--- config.mk ---
export PLATFORM = sky130hd
export DESIGN_NAME = bitmap_id_allocator
export DESIGN_NICKNAME = d
export VERILOG_FILES = /design/src/rtl/bia_pkg.sv /design/src/rtl/bia_ram.sv /design/src/rtl/bia_ffs.sv /design/src/rtl/bitmap_id_allocator.sv
export SDC_FILE = /design/constraint.sdc
export NUM_CORES = 2
export LEC_CHECK = 0
export BUFFER_PORTS_ARGS = -buffer_cell sky130_fd_sc_hd__buf_2
export CAP_MARGIN = 0
export CELL_PAD_IN_SITES_DETAIL_PLACEMENT = 1
export CELL_PAD_IN_SITES_GLOBAL_PLACEMENT = 2
export CORE_AREA = 2 2 754 531
export DETAILED_ROUTE_END_ITERATION = 7
export DIE_AREA = 0 0 756 533
export PLACE_DENSITY = 0.78
export RECOVER_POWER = 25
export SETUP_SLACK_MARGIN = 0.4
export SKIP_CTS_REPAIR_TIMING = 1
export SLEW_MARGIN = 5
export SYNTH_ARGS = -nofsm -noshare
export SYNTH_HDL_FRONTEND = slang
export SYNTH_SLANG_ARGS = --single-unit
--- constraint.sdc ---
create_clock -name clock -period 8.2 [get_ports clock]
set_input_delay 0.41 -clock clock [delete_from_list [all_inputs] [get_ports clock]]
set_output_delay 0.41 -clock clock [all_outputs]
set_load 0.02 [all_outputs]
--- src/rtl/bia_pkg.sv ---
`default_nettype none

package bia_pkg;

   typedef enum logic [1:0] {
      CMD_ALLOC = 2'd0,
      CMD_FREE  = 2'd1,
      CMD_ANY   = 2'd2,
      CMD_QUERY = 2'd3
   } command_type;

   typedef enum logic [1:0] {
      STAT_OK      = 2'd0,
      STAT_REFUSED = 2'd1,
      STAT_RANGE   = 2'd2,
      STAT_FULL    = 2'd3
   } status_type;

   typedef enum logic [3:0] {
      S_CLEAR,
      S_IDLE,
      S_DIV,
      S_READ,
      S_MODIFY,
      S_SCAN,
      S_AREAD,
      S_AFIND,
      S_AGRANT
   } state_type;

   localparam int CSR_INDEX_W = 2;
   localparam logic [CSR_INDEX_W-1:0] REG_ID_BASE  = 2'd0;
   localparam logic [CSR_INDEX_W-1:0] REG_ID_LIMIT = 2'd1;

   localparam logic [31:0] ID_BASE_RESET  = 32'd0;
   localparam logic [31:0] ID_LIMIT_RESET = 32'd4096;

endpackage

`default_nettype wire

--- src/rtl/bia_ram.sv ---
`default_nettype none

module bia_ram #(
   parameter int WIDTH = 64,
   parameter int DEPTH = 64
) (
   input  logic                                     clock,
   input  logic                                     wr_en,
   input  logic [(DEPTH > 1 ? $clog2(DEPTH) : 1)-1:0] wr_addr,
   input  logic [WIDTH-1:0]                         wr_data,
   input  logic                                     rd_en,
   input  logic [(DEPTH > 1 ? $clog2(DEPTH) : 1)-1:0] rd_addr,
   output logic [WIDTH-1:0]                         rd_data
);

   logic [WIDTH-1:0] mem_ff [DEPTH];
   logic [WIDTH-1:0] rd_data_ff;

   always_ff @(posedge clock) begin
      if (wr_en) begin
         mem_ff[wr_addr] <= wr_data;
      end
      if (rd_en) begin
         rd_data_ff <= mem_ff[rd_addr];
      end
   end

   assign rd_data = rd_data_ff;

endmodule

`default_nettype wire

--- src/rtl/bia_ffs.sv ---
`default_nettype none

module bia_ffs #(
   parameter int WIDTH = 64
) (
   input  logic [WIDTH-1:0]                         vec,
   output logic [(WIDTH > 1 ? $clog2(WIDTH) : 1)-1:0] idx,
   output logic                                     found
);

   localparam int IDX_W = (WIDTH > 1) ? $clog2(WIDTH) : 1;

   logic [WIDTH-1:0] lowest;

   // isolate the lowest set bit, then encode it
   always_comb begin
      lowest = vec & (~vec + WIDTH'(1));
      idx    = '0;
      for (int i = 0; i < WIDTH; i++) begin
         if (lowest[i]) begin
            idx = idx | IDX_W'(i);
         end
      end
      found = |vec;
   end

endmodule

`default_nettype wire

--- src/rtl/bitmap_id_allocator.sv ---
`default_nettype none

// First-fit id allocator over a bitmap of MAP_WORDS words of WORD_BITS bits held in one
// synchronous RAM, with a flip-flop vector of full words that steers allocate-any straight to
// the first word with a free bit. Requests are handled one at a time. Allocate, free and query
// go through S_DIV, S_READ and S_MODIFY: the offset is split into word and bit by a constant
// reciprocal multiply and a remainder step, then the word goes through one read-modify-write
// on the RAM port. Allocate-any goes through S_SCAN, S_AREAD, S_AFIND and S_AGRANT: full-word
// search, RAM read, free-bit search in the word, then window check and write back. The result
// register lets the next request in while a result waits. After reset a clearing pass writes
// zeros to every word, and req_stall stays high until it ends; csr writes are always taken.
module bitmap_id_allocator
   import bia_pkg::*;
#(
   parameter int MAP_WORDS = 64,
   parameter int WORD_BITS = 64
) (
   input  logic                   clock,
   input  logic                   reset,

   input  logic                   req_valid,
   output logic                   req_stall,
   input  logic [1:0]             req_command,
   input  logic [31:0]            req_id,

   output logic                   rsp_valid,
   input  logic                   rsp_stall,
   output logic [1:0]             rsp_status,
   output logic [31:0]            rsp_granted_id,
   output logic                   rsp_in_use,

   input  logic                   csr_valid,
   output logic                   csr_ready,
   input  logic [CSR_INDEX_W-1:0] csr_index,
   input  logic [31:0]            csr_data
);

   localparam int ADDR_W = (MAP_WORDS > 1) ? $clog2(MAP_WORDS) : 1;
   localparam int BIT_W  = $clog2(WORD_BITS);
   localparam int CAP    = MAP_WORDS * WORD_BITS;
   localparam int SPAN_W = $clog2(CAP + 1);
   localparam int OFF_W  = $clog2(CAP);
   localparam int CMP_W  = SPAN_W + 1;
   localparam int SHIFT  = OFF_W + BIT_W;
   localparam longint RECIP = ((64'd1 << SHIFT) + WORD_BITS - 1) / WORD_BITS;
   localparam int PROD_W = OFF_W + SHIFT + 1;

   state_type               state_ff, state_in;
   logic [ADDR_W-1:0]       clr_ff, clr_in;
   logic [31:0]             base_ff, limit_ff;
   logic [MAP_WORDS-1:0]    full_ff;

   command_type             cmd_ff, cmd_in;
   logic [31:0]             id_ff, id_in;
   logic [OFF_W-1:0]        off_ff, off_in;
   logic                    oor_ff, oor_in;
   logic [SPAN_W-1:0]       span_ff, span_in;
   logic                    in_range_ff, in_range_in;
   logic [ADDR_W-1:0]       word_ff, word_in;
   logic [BIT_W-1:0]        bit_ff, bit_in;
   logic [OFF_W-1:0]        first_ff, first_in;
   logic                    found_ff, found_in;

   logic                    rsp_valid_ff, rsp_valid_in;
   status_type              rsp_status_ff, rsp_status_in;
   logic [31:0]             rsp_granted_id_ff, rsp_granted_id_in;
   logic                    rsp_in_use_ff, rsp_in_use_in;

   logic                    rd_en, wr_en;
   logic [ADDR_W-1:0]       rd_addr, wr_addr;
   logic [WORD_BITS-1:0]    rd_data, wr_data;

   logic [ADDR_W-1:0]       word_idx;
   logic                    word_found;
   logic [BIT_W-1:0]        bit_idx;
   logic                    bit_found;

   logic                    rsp_free;
   logic                    load_rsp;
   logic [32:0]             off_full;
   logic [32:0]             diff_full;
   logic [PROD_W-1:0]       prod;
   logic [OFF_W-1:0]        rem;
   logic                    cur_bit;
   logic [WORD_BITS-1:0]    bit_mask;
   logic [OFF_W:0]          off_any;
   logic                    any_ok;

   bia_ram #(
      .WIDTH (WORD_BITS),
      .DEPTH (MAP_WORDS)
   ) u_bia_ram (
      .clock   (clock),
      .wr_en   (wr_en),
      .wr_addr (wr_addr),
      .wr_data (wr_data),
      .rd_en   (rd_en),
      .rd_addr (rd_addr),
      .rd_data (rd_data)
   );

   bia_ffs #(
      .WIDTH (MAP_WORDS)
   ) u_word_ffs (
      .vec   (~full_ff),
      .idx   (word_idx),
      .found (word_found)
   );

   bia_ffs #(
      .WIDTH (WORD_BITS)
   ) u_bit_ffs (
      .vec   (~rd_data),
      .idx   (bit_idx),
      .found (bit_found)
   );

   assign rsp_free  = !rsp_valid_ff || !rsp_stall;
   assign req_stall = (state_ff != S_IDLE);
   assign csr_ready = 1'b1;

   assign rsp_valid      = rsp_valid_ff;
   assign rsp_status     = rsp_status_ff;
   assign rsp_granted_id = rsp_granted_id_ff;
   assign rsp_in_use     = rsp_in_use_ff;

   // window, word and bit arithmetic
   always_comb begin
      off_full  = {1'b0, req_id} - {1'b0, base_ff};
      diff_full = {1'b0, limit_ff} - {1'b0, base_ff};
      if (limit_ff <= base_ff) begin
         span_in = '0;
      end else if (diff_full > 33'(CAP)) begin
         span_in = SPAN_W'(CAP);
      end else begin
         span_in = diff_full[SPAN_W-1:0];
      end
      prod     = PROD_W'(off_ff) * PROD_W'(RECIP);
      rem      = off_ff - OFF_W'(word_ff * WORD_BITS);
      cur_bit  = rd_data[bit_ff];
      bit_mask = WORD_BITS'(1) << bit_ff;
      off_any  = {1'b0, first_ff} + (OFF_W + 1)'(bit_ff);
      any_ok   = found_ff && (CMP_W'(off_any) < CMP_W'(span_ff));
   end

   // next state
   always_comb begin
      state_in = state_ff;
      case (state_ff)
         S_CLEAR: begin
            if (clr_ff == ADDR_W'(MAP_WORDS - 1)) begin
               state_in = S_IDLE;
            end
         end
         S_IDLE: begin
            if (req_valid) begin
               state_in = (command_type'(req_command) == CMD_ANY) ? S_SCAN : S_DIV;
            end
         end
         S_DIV:    state_in = S_READ;
         S_READ:   state_in = S_MODIFY;
         S_MODIFY: begin
            if (rsp_free) begin
               state_in = S_IDLE;
            end
         end
         S_SCAN:   state_in = S_AREAD;
         S_AREAD:  state_in = S_AFIND;
         S_AFIND:  state_in = S_AGRANT;
         S_AGRANT: begin
            if (rsp_free) begin
               state_in = S_IDLE;
            end
         end
         default:  state_in = S_IDLE;
      endcase
   end

   // datapath and memory control
   always_comb begin
      clr_in            = clr_ff;
      cmd_in            = cmd_ff;
      id_in             = id_ff;
      off_in            = off_ff;
      oor_in            = oor_ff;
      in_range_in       = in_range_ff;
      word_in           = word_ff;
      bit_in            = bit_ff;
      first_in          = first_ff;
      found_in          = found_ff;
      rd_en             = 1'b0;
      rd_addr           = word_ff;
      wr_en             = 1'b0;
      wr_addr           = word_ff;
      wr_data           = rd_data;
      load_rsp          = 1'b0;
      rsp_status_in     = rsp_status_ff;
      rsp_granted_id_in = rsp_granted_id_ff;
      rsp_in_use_in     = rsp_in_use_ff;

      case (state_ff)
         S_CLEAR: begin
            wr_en   = 1'b1;
            wr_addr = clr_ff;
            wr_data = '0;
            clr_in  = clr_ff + ADDR_W'(1);
         end
         S_IDLE: begin
            cmd_in  = command_type'(req_command);
            id_in   = req_id;
            off_in  = off_full[OFF_W-1:0];
            oor_in  = |off_full[32:OFF_W];
         end
         S_DIV: begin
            word_in     = prod[SHIFT +: ADDR_W];
            in_range_in = !oor_ff && (SPAN_W'(off_ff) < span_ff);
         end
         S_READ: begin
            rd_en  = 1'b1;
            bit_in = rem[BIT_W-1:0];
         end
         S_MODIFY: begin
            load_rsp          = rsp_free;
            rsp_granted_id_in = id_ff;
            if (!in_range_ff) begin
               rsp_status_in = STAT_RANGE;
               rsp_in_use_in = 1'b0;
            end else begin
               case (cmd_ff)
                  CMD_ALLOC: begin
                     rsp_in_use_in = 1'b1;
                     if (cur_bit) begin
                        rsp_status_in = STAT_REFUSED;
                     end else begin
                        rsp_status_in = STAT_OK;
                        wr_en         = rsp_free;
                        wr_data       = rd_data | bit_mask;
                     end
                  end
                  CMD_FREE: begin
                     rsp_in_use_in = 1'b0;
                     if (!cur_bit) begin
                        rsp_status_in = STAT_REFUSED;
                     end else begin
                        rsp_status_in = STAT_OK;
                        wr_en         = rsp_free;
                        wr_data       = rd_data & ~bit_mask;
                     end
                  end
                  CMD_QUERY: begin
                     rsp_status_in = STAT_OK;
                     rsp_in_use_in = cur_bit;
                  end
                  default: begin
                     rsp_status_in = STAT_OK;
                     rsp_in_use_in = cur_bit;
                  end
               endcase
            end
         end
         S_SCAN: begin
            word_in  = word_idx;
            found_in = word_found;
         end
         S_AREAD: begin
            rd_en    = 1'b1;
            first_in = OFF_W'(word_ff * WORD_BITS);
         end
         S_AFIND: begin
            bit_in   = bit_idx;
            found_in = found_ff && bit_found;
         end
         S_AGRANT: begin
            load_rsp = rsp_free;
            if (any_ok) begin
               rsp_status_in     = STAT_OK;
               rsp_granted_id_in = base_ff + 32'(off_any);
               rsp_in_use_in     = 1'b1;
               wr_en             = rsp_free;
               wr_data           = rd_data | bit_mask;
            end else begin
               rsp_status_in     = STAT_FULL;
               rsp_granted_id_in = id_ff;
               rsp_in_use_in     = 1'b0;
            end
         end
         default: begin
            clr_in = clr_ff;
         end
      endcase

      rsp_valid_in = load_rsp || (rsp_valid_ff && rsp_stall);
   end

   always_ff @(posedge clock) begin
      if (reset) begin
         state_ff     <= S_CLEAR;
         clr_ff       <= '0;
         rsp_valid_ff <= 1'b0;
         base_ff      <= ID_BASE_RESET;
         limit_ff     <= ID_LIMIT_RESET;
         full_ff      <= '0;
      end else begin
         state_ff     <= state_in;
         clr_ff       <= clr_in;
         rsp_valid_ff <= rsp_valid_in;
         if (csr_valid && csr_ready) begin
            if (csr_index == REG_ID_BASE) begin
               base_ff <= csr_data;
            end else if (csr_index == REG_ID_LIMIT) begin
               limit_ff <= csr_data;
            end
         end
         if (wr_en) begin
            full_ff[wr_addr] <= &wr_data;
         end
      end
   end

   always_ff @(posedge clock) begin
      cmd_ff      <= cmd_in;
      id_ff       <= id_in;
      off_ff      <= off_in;
      oor_ff      <= oor_in;
      in_range_ff <= in_range_in;
      word_ff     <= word_in;
      bit_ff      <= bit_in;
      first_ff    <= first_in;
      found_ff    <= found_in;
      if (state_ff == S_IDLE) begin
         span_ff <= span_in;
      end
      if (load_rsp) begin
         rsp_status_ff     <= rsp_status_in;
         rsp_granted_id_ff <= rsp_granted_id_in;
         rsp_in_use_ff     <= rsp_in_use_in;
      end
   end

endmodule

`default_nettype wire

# [After elaboration in Yosys (flattened, before gate mapping)]
# Memories as Yosys holds them, arrays and structs flattened. A register that Yosys moved wholly into a read port is not among the register bits.
# Cells that the tools add are included.
[op_classes] eq_ne=16 div=0 muxes=225 add_sub_neg=8 order_cmp=7 n_mul=0 bitwise=9 shift=1 n_reduce_logical=31
[op_table] op="two-way mux 64 bit" n=16
[op_table] op="two-way mux 32 bit" n=16
[op_table] op="two-way mux 6 bit" n=65
[op_table] op="NOT 64 bit" n=5
[op_table] op="AND 64 bit" n=3
[op_table] op="case mux 64 bit (3 select lines)" n=1
[op_table] op="two-way mux 5 bit" n=32
[op_table] op="adder 64 x 1 -> 64 bit, second input constant" n=2
[op_table] op="case mux 64 bit (2 select lines)" n=1
[op_table] op="OR reduction 64 bit" n=2
[op_table] op="two-way mux 4 bit" n=23
[op_table] op="subtractor 32 x 32 -> 33 bit" n=2
[op_table] op="bitwise mux 64 bit" n=1
[op_table] op="bitwise OR 64 bit" n=1
[op_table] op="case mux 32 bit (2 select lines)" n=1
[op_table] op="AND reduction 64 bit" n=1
[op_table] op="<< shifter 1 x 6 -> 64 bit, first input constant" n=1
[op_table] op="case mux 4 bit (9 select lines)" n=1
[op_table] op="> comparator 33 x 13 -> 1 bit, second input constant" n=1
[op_table] op="adder 32 x 13 -> 32 bit" n=1
[op_table] op="less-or-equal comparator 32 bit" n=1
[op_table] op="two-way mux 2 bit" n=16
[op_table] op="two-way mux 1 bit" n=30
[op_table] op="two-way mux 3 bit" n=9
[op_table] op="other kinds (33)" n=65
[totals] latch_bits=0 memories=1 output_inout_bits=38 word_cells=317 ramBits=4096 mem_bits_ro=0 inputBits=73 reg_bits=254
[memory_table] name="u_bia_ram.mem_ff" depth=64 width=64 read_ports=1 rd_ports_with_merged_regs=1 wr=1 line="bia_ram.sv:16" source="logic [WIDTH-1:0] mem_ff [DEPTH];"

# [Depth between registers and ports, before layout]
[depth] depth_word=68 ltp_mapped=19

# [Modules after synthesis]
# A second synthesis with hierarchy kept.
[hier_totals] hier_cells=9369 area_unflattened_um2=178203.4
[by_module_without_submodules] module="bia_ram" instances=1 area_each_um2=156989.3 cells_per_inst=6598
[by_module_without_submodules] module="bitmap_id_allocator" instances=1 area_each_um2=18739.2 cells_per_inst=2359
[by_module_without_submodules] module="bia_ffs" instances=2 area_each_um2=1237.4 cells_per_inst=206

# [Worst setup path before layout]
# No wires, ideal clock.
[synth_path] path_type="register to register" startpoint="register bit_ff[2]" endpoint="register full_ff[32]" arrival_ns=6.715 path_buffers=5 setup_time_ns=0.085 setup_slack_ns=1.400 stages_incl_launch_ff=17 path_cell_list="edfxtp_1 buf_1 clkbuf_1 mux4_2 nand2_1 nand4b_1 o2111ai_4 nand2_2 buf_6 o311ai_1 nand4_1 a2111oi_2 nand4_1 or4_1 buf_6 buf_6 a211oi_2"
[synth_between] elab_chain_len=17 elab_cells_between_ends=46 cone_classes="add/sub (1); order compare (1); shift (1); mux (37); bitwise (3); reduce/logical (3)"
[synth_lines] element="from (decl)" line="bitmap_id_allocator.sv:60" source="logic [BIT_W-1:0] bit_ff, bit_in;"
[synth_lines] element="from (signal assigned)" line="bitmap_id_allocator.sv:327" source="bit_ff <= bit_in;"
[synth_lines] element="branches (longest 12 deep; another with two-way mux 64 bit)"
[synth_lines] element="case mux 64 bit (3 select lines) *" line="bitmap_id_allocator.sv:201" source="case (state_ff)"
[synth_lines] element="via u_bia_ram.wr_data[35]" line="bia_ram.sv:10" source="input logic [WIDTH-1:0] wr_data,"
[synth_lines] element="AND reduction 64 bit *" line="bitmap_id_allocator.sv:315" source="full_ff[wr_addr] <= &wr_data;"
[synth_lines] element="bitwise mux 64 bit *" line="bitmap_id_allocator.sv:315"
[synth_lines] element="two-way mux 64 bit *" line="bitmap_id_allocator.sv:314" source="if (wr_en) begin"
[synth_lines] element="two-way mux 64 bit *" line="bitmap_id_allocator.sv:296" source="if (reset) begin"
[synth_lines] element="to (signal, indexed assignment)" line="bitmap_id_allocator.sv:315"
[synth_lines] element="to (decl)" line="bitmap_id_allocator.sv:51" source="logic [MAP_WORDS-1:0] full_ff;"
# Mark *: on every way through the listed nets, which the timed path passes. The select of a mux whose other input is x is not followed.
# A chain may end at the register's enable or synchronous reset.

# [Final worst setup path]
[layout_path] startpoint="register state_ff[2]" endpoint="memory u_bia_ram.mem_ff[29][21], data pin"
[layout_between] elab_chain_len=2 elab_cells_between_ends=4 cone_classes="eq/ne (2); mux (1); reduce/logical (1)"
[layout_lines] element="from (decl)" line="bitmap_id_allocator.sv:48" source="state_type state_ff, state_in;"
[layout_lines] element="from (signal assigned)" line="bitmap_id_allocator.sv:304" source="state_ff <= state_in;"
[layout_lines] element="== test 4 bit, or another cell as far along" line="bitmap_id_allocator.sv:201"
[layout_lines] element="case mux 64 bit (3 select lines) *" line="bitmap_id_allocator.sv:201"
[layout_lines] element="via u_bia_ram.wr_data[21]" line="bia_ram.sv:10"
[layout_lines] element="to (decl)" line="bia_ram.sv:16"
# Mark *: on every way through the listed nets, which the timed path passes. The rest lies on a longest branch.

==> reports/metrics.csv <==
stage,metric,value,unit
setup_path,crit_cells,8,
power,pwr_density_cell,218,mW/mm^2
global_route,grt_pass1_vias,95630,
floorplanning,die_w,756,um
setup_path,crit_type,reg2reg,
power,irDropWorstVdd,0.203,mV
floorplanning,rows,194,
timing,tightest_slew,6.56,ns
routing,wl,570000,um
hold_path,hold_path.class,in2reg,
setup_path,cpMaxStageDelayCell,clkbuf_1,
synthesis,syn-num-nets,8723,
global_route,grt_use_total,28.0,%
timing,slew_viol_final,1818,
timing,min_period,7.43,ns
global_route,grt_max_degree,137,
run,max_cap_viol_count,34,
routing,drc_errors,0,
floorplanning,core_area,0.397,mm^2
outcome,violations,"capacitance limit, slew limit",
global_route,overflow,0,
timing,rsz0062_at_grt,no,
synthesis,synthCells,8548,
layout,area_delta_synth_final,13.4,%
synthesis,ys_ff_latch,4414,
setup_path,start_kind,register,
floorplanning,pin_count,111,
synthesis,syn_avg_cell_area,20.7,um^2
timing,period_share,90.6,%
floorplanning,dieArea,0.403,mm^2
synthesis,async_flop_share,0,%
cts,cts_tree,built,
timing,relSlewSlack,-337,%
setup_path,max_stage_delay,2.31,ns
power,leakage,66.7,nW
layout,stdcell_area,0.201,mm^2
setup_path,endpoint,u_bia_ram.mem_ff[29][21]$_DFFE_PP_,
routing,avgViaCountPerCell,6.53,
cts,clockBufferDepth,4,
timing,finalSetupViolations,0,
cts,worstSkewPairLatency,0.98,ns
setup_path,worst-path-buf-inv,3,
place,gp_congestion,0.985,
cts,cts-root-buf,clkbuf_16,
outcome,status,finished with violations,
synthesis,yosysUniqueCellTypes,89,
layout,fin_nets,9252,
setup_path,regToRegSetupSlack,0.77,ns
floorplanning,start_util,44.7,%
layout,fillers,35389,
routing,num_vias,96151,
routing,detail-route-antenna-nets,0,
layout,layout-drive-gt1-share,26.8,%
setup_path,required,8.48,ns
cts,numCtsBuffers,406,
setup_path,r2r_end,u_bia_ram.mem_ff[29][21]$_DFFE_PP_,
setup_path,r2r-start,state_ff[2]$_SDFFE_PP0P_,
setup_path,reg2regPathDepth,8,
timing,whs,0.0860,ns
synthesis,synth-edff-count,4275,
setup_path,crit_path_max_fanout,64,
place,io_buffers,109,
synthesis,synth_seq_area_share,74.0,%
setup_path,critPathLaunch,state_ff[2]$_SDFFE_PP0P_,
timing,fin_skew,0.0753,ns
synthesis,yosys_warnings,0,
synthesis,ys.flop_type,edfxtp_1,
global_route,antenna_found_initial,72,
timing,tns,0,ns
global_route,grt_pass1_wl,790000,um
routing,dr.pass1.iters,6,
cts,clk_pin_slew,0.06,ns
floorplanning,die_h,533,um
synthesis,netlist_area,0.177,mm^2
setup_path,cp_common_cell,clkbuf_1,
timing,finalHoldViolCount,0,
cts,clock_sinks,4414,
cts,htreeDepth,5,
setup_path,critical_path_arrival,7.71,ns
routing,wl_per_cell,38.7,um
place,dp_hpwl,354000,um
place,placed_cell_area,0.188,mm^2
routing,drtIter0Drc,15008,
setup_path,endpoint_kind,register,
setup_path,cpLargestDelayFamily,buffers and inverters,
timing,timing.fmax,135,MHz
setup_path,crit_chain,"clkbuf_1, nand2b_1, or3_2, buf_4, nor2_1, nand2_1, o311ai_4, clkbuf_1",
-- worst min-delay path by stage --
stage | cells past startpoint | slack, ns | to | from
CTS | 1 | -0.40 | id_ff[11]$_DFFE_PN_ | req_id[11]
global route | 3 | 0.04 | rsp_valid$_SDFF_PP0_ | rsp_stall
global placement | 2 | 0.45 | base_ff[26]$_SDFFE_PP0P_ | base_ff[26]$_SDFFE_PP0P_
detailed placement | 2 | 0.46 | limit_ff[2]$_SDFFE_PP0P_ | limit_ff[2]$_SDFFE_PP0P_
finish | 3 | 0.09 | rsp_valid$_SDFF_PP0_ | rsp_stall
floorplan | 0 | 0.42 | first_ff[10]$_DFFE_PP_ | rd_addr[4]$_DFFE_PP_
-- cells in the final DEF, fill, tap and decap left out, types with 103 or more instances in the layout --
cell,instances
nand2_1,406
a21oi_1,225
nor3_1,121
o21ai_0,154
dfxtp_1,139
clkinv_1,103
edfxtp_1,4275
nor2_1,257
buf_4,254
clkbuf_16,413
inv_1,118
buf_12,103
clkbuf_1,171
mux4_2,1360
-- final cells by class --
class	count	area (um^2)	share of cell area (%)
clock buffers	493	10700	5.33
well taps	5292	6620	3.29
inverters	120	450	0.224
diodes	21	52.6	0.0261
flip-flops and latches	4414	131000	65.2
clock inverters	243	2040	1.02
repair buffers	568	5260	2.62
multi-input cells	3567	44800	22.3
-- synth_stat cells (all sizes together) (16+ instances only) --
library cell | number | share of area (%)
nor2b | 24 | 0.085
inv | 119 | 0.25
buf | 141 | 0.36
xnor2 | 46 | 0.23
nor2 | 328 | 0.69
mux4 | 1360 | 17
o21ai | 165 | 0.47
and3 | 27 | 0.095
a21o | 60 | 0.25
nand4 | 41 | 0.14
dfxtp | 139 | 1.6
nor3 | 123 | 0.35
nand2 | 407 | 0.86
edfxtp | 4275 | 72
a211oi | 75 | 0.47
nand2b | 41 | 0.14
nor3b | 20 | 0.085
o22ai | 22 | 0.078
or3 | 17 | 0.060
clkbuf | 306 | 0.65
a21oi | 229 | 0.65
a21boi | 16 | 0.068
a31oi | 47 | 0.17
nor4 | 28 | 0.099
xor2 | 16 | 0.079
o31ai | 19 | 0.080
ha | 99 | 0.70
nand3 | 81 | 0.23
-- sequential cells by signal (all words and copies together), names as in the netlist, 2 cells and up --
signal / count
base_ff: 32
rd_addr: 6
clr_ff: 6
first_ff: 6
off_ff: 12
u_bia_ram.rd_data: 64
id_ff: 32
rsp_granted_id: 32
span_ff: 13
cmd_ff: 2
rsp_status: 2
bit_ff: 6
full_ff: 64
state_ff: 4
limit_ff: 32
u_bia_ram.mem_ff: 4096
-- kinds of logic (layout without fill, tap and decap cells) --
| logic type | after synthesis | after routing | synth area share [%] |
|---|---|---|---|
| flops | 4414 | 4414 | 74.0 |
| mux | 1376 | 1376 | 17.4 |
| simple gates | 1214 | 1214 | 3.19 |
| compound gates | 812 | 812 | 3.13 |
| buf+inv | 567 | 1424 | 1.26 |
| fa+ha+maj | 102 | 102 | 0.733 |
| xor+xnor | 62 | 62 | 0.306 |
| other cells | 1 | 22 | 0.00212 |
-- stage by stage --
stage / power, mW / util, % / std cells / setup slack (ns)
finish: 43.9 / 50.7 / 14718 / 0.767
global placement: 25.7 / 47.4 / 13891 / 1.64
floorplan: 25.4 / - / 8548 / 1.40
CTS: 44.1 / 50.6 / 14627 / 1.67
global route: 44.9 / 50.7 / 14698 / 0.663
detailed placement: 25.7 / 47.4 / 13891 / 1.71
-- per-layer routing --
metal	vias to the layer above	routed length [um]	track usage [%]
li1	36997	-	-
met1	52183	236000	42.5
met2	6090	245000	39.5
met3	853	71300	8.32
met4	28	17900	7.89
met5	-	218	0
-- worst min-delay path: stages --
cell and delay [ns]:
buf_2 0.10, nand2_1 0.26, a31oi_1 0.16
-- power by group --
group | internal, mW | total (mW) | leakage [nW] | switching [mW]
logic | 0.251 | 0.743 | 16.8 | 0.493
clock network | 10.1 | 18.6 | 6.24 | 8.48
registers | 24.5 | 24.5 | 43.7 | 0.0509
Power figures use the tool's default switching activity.
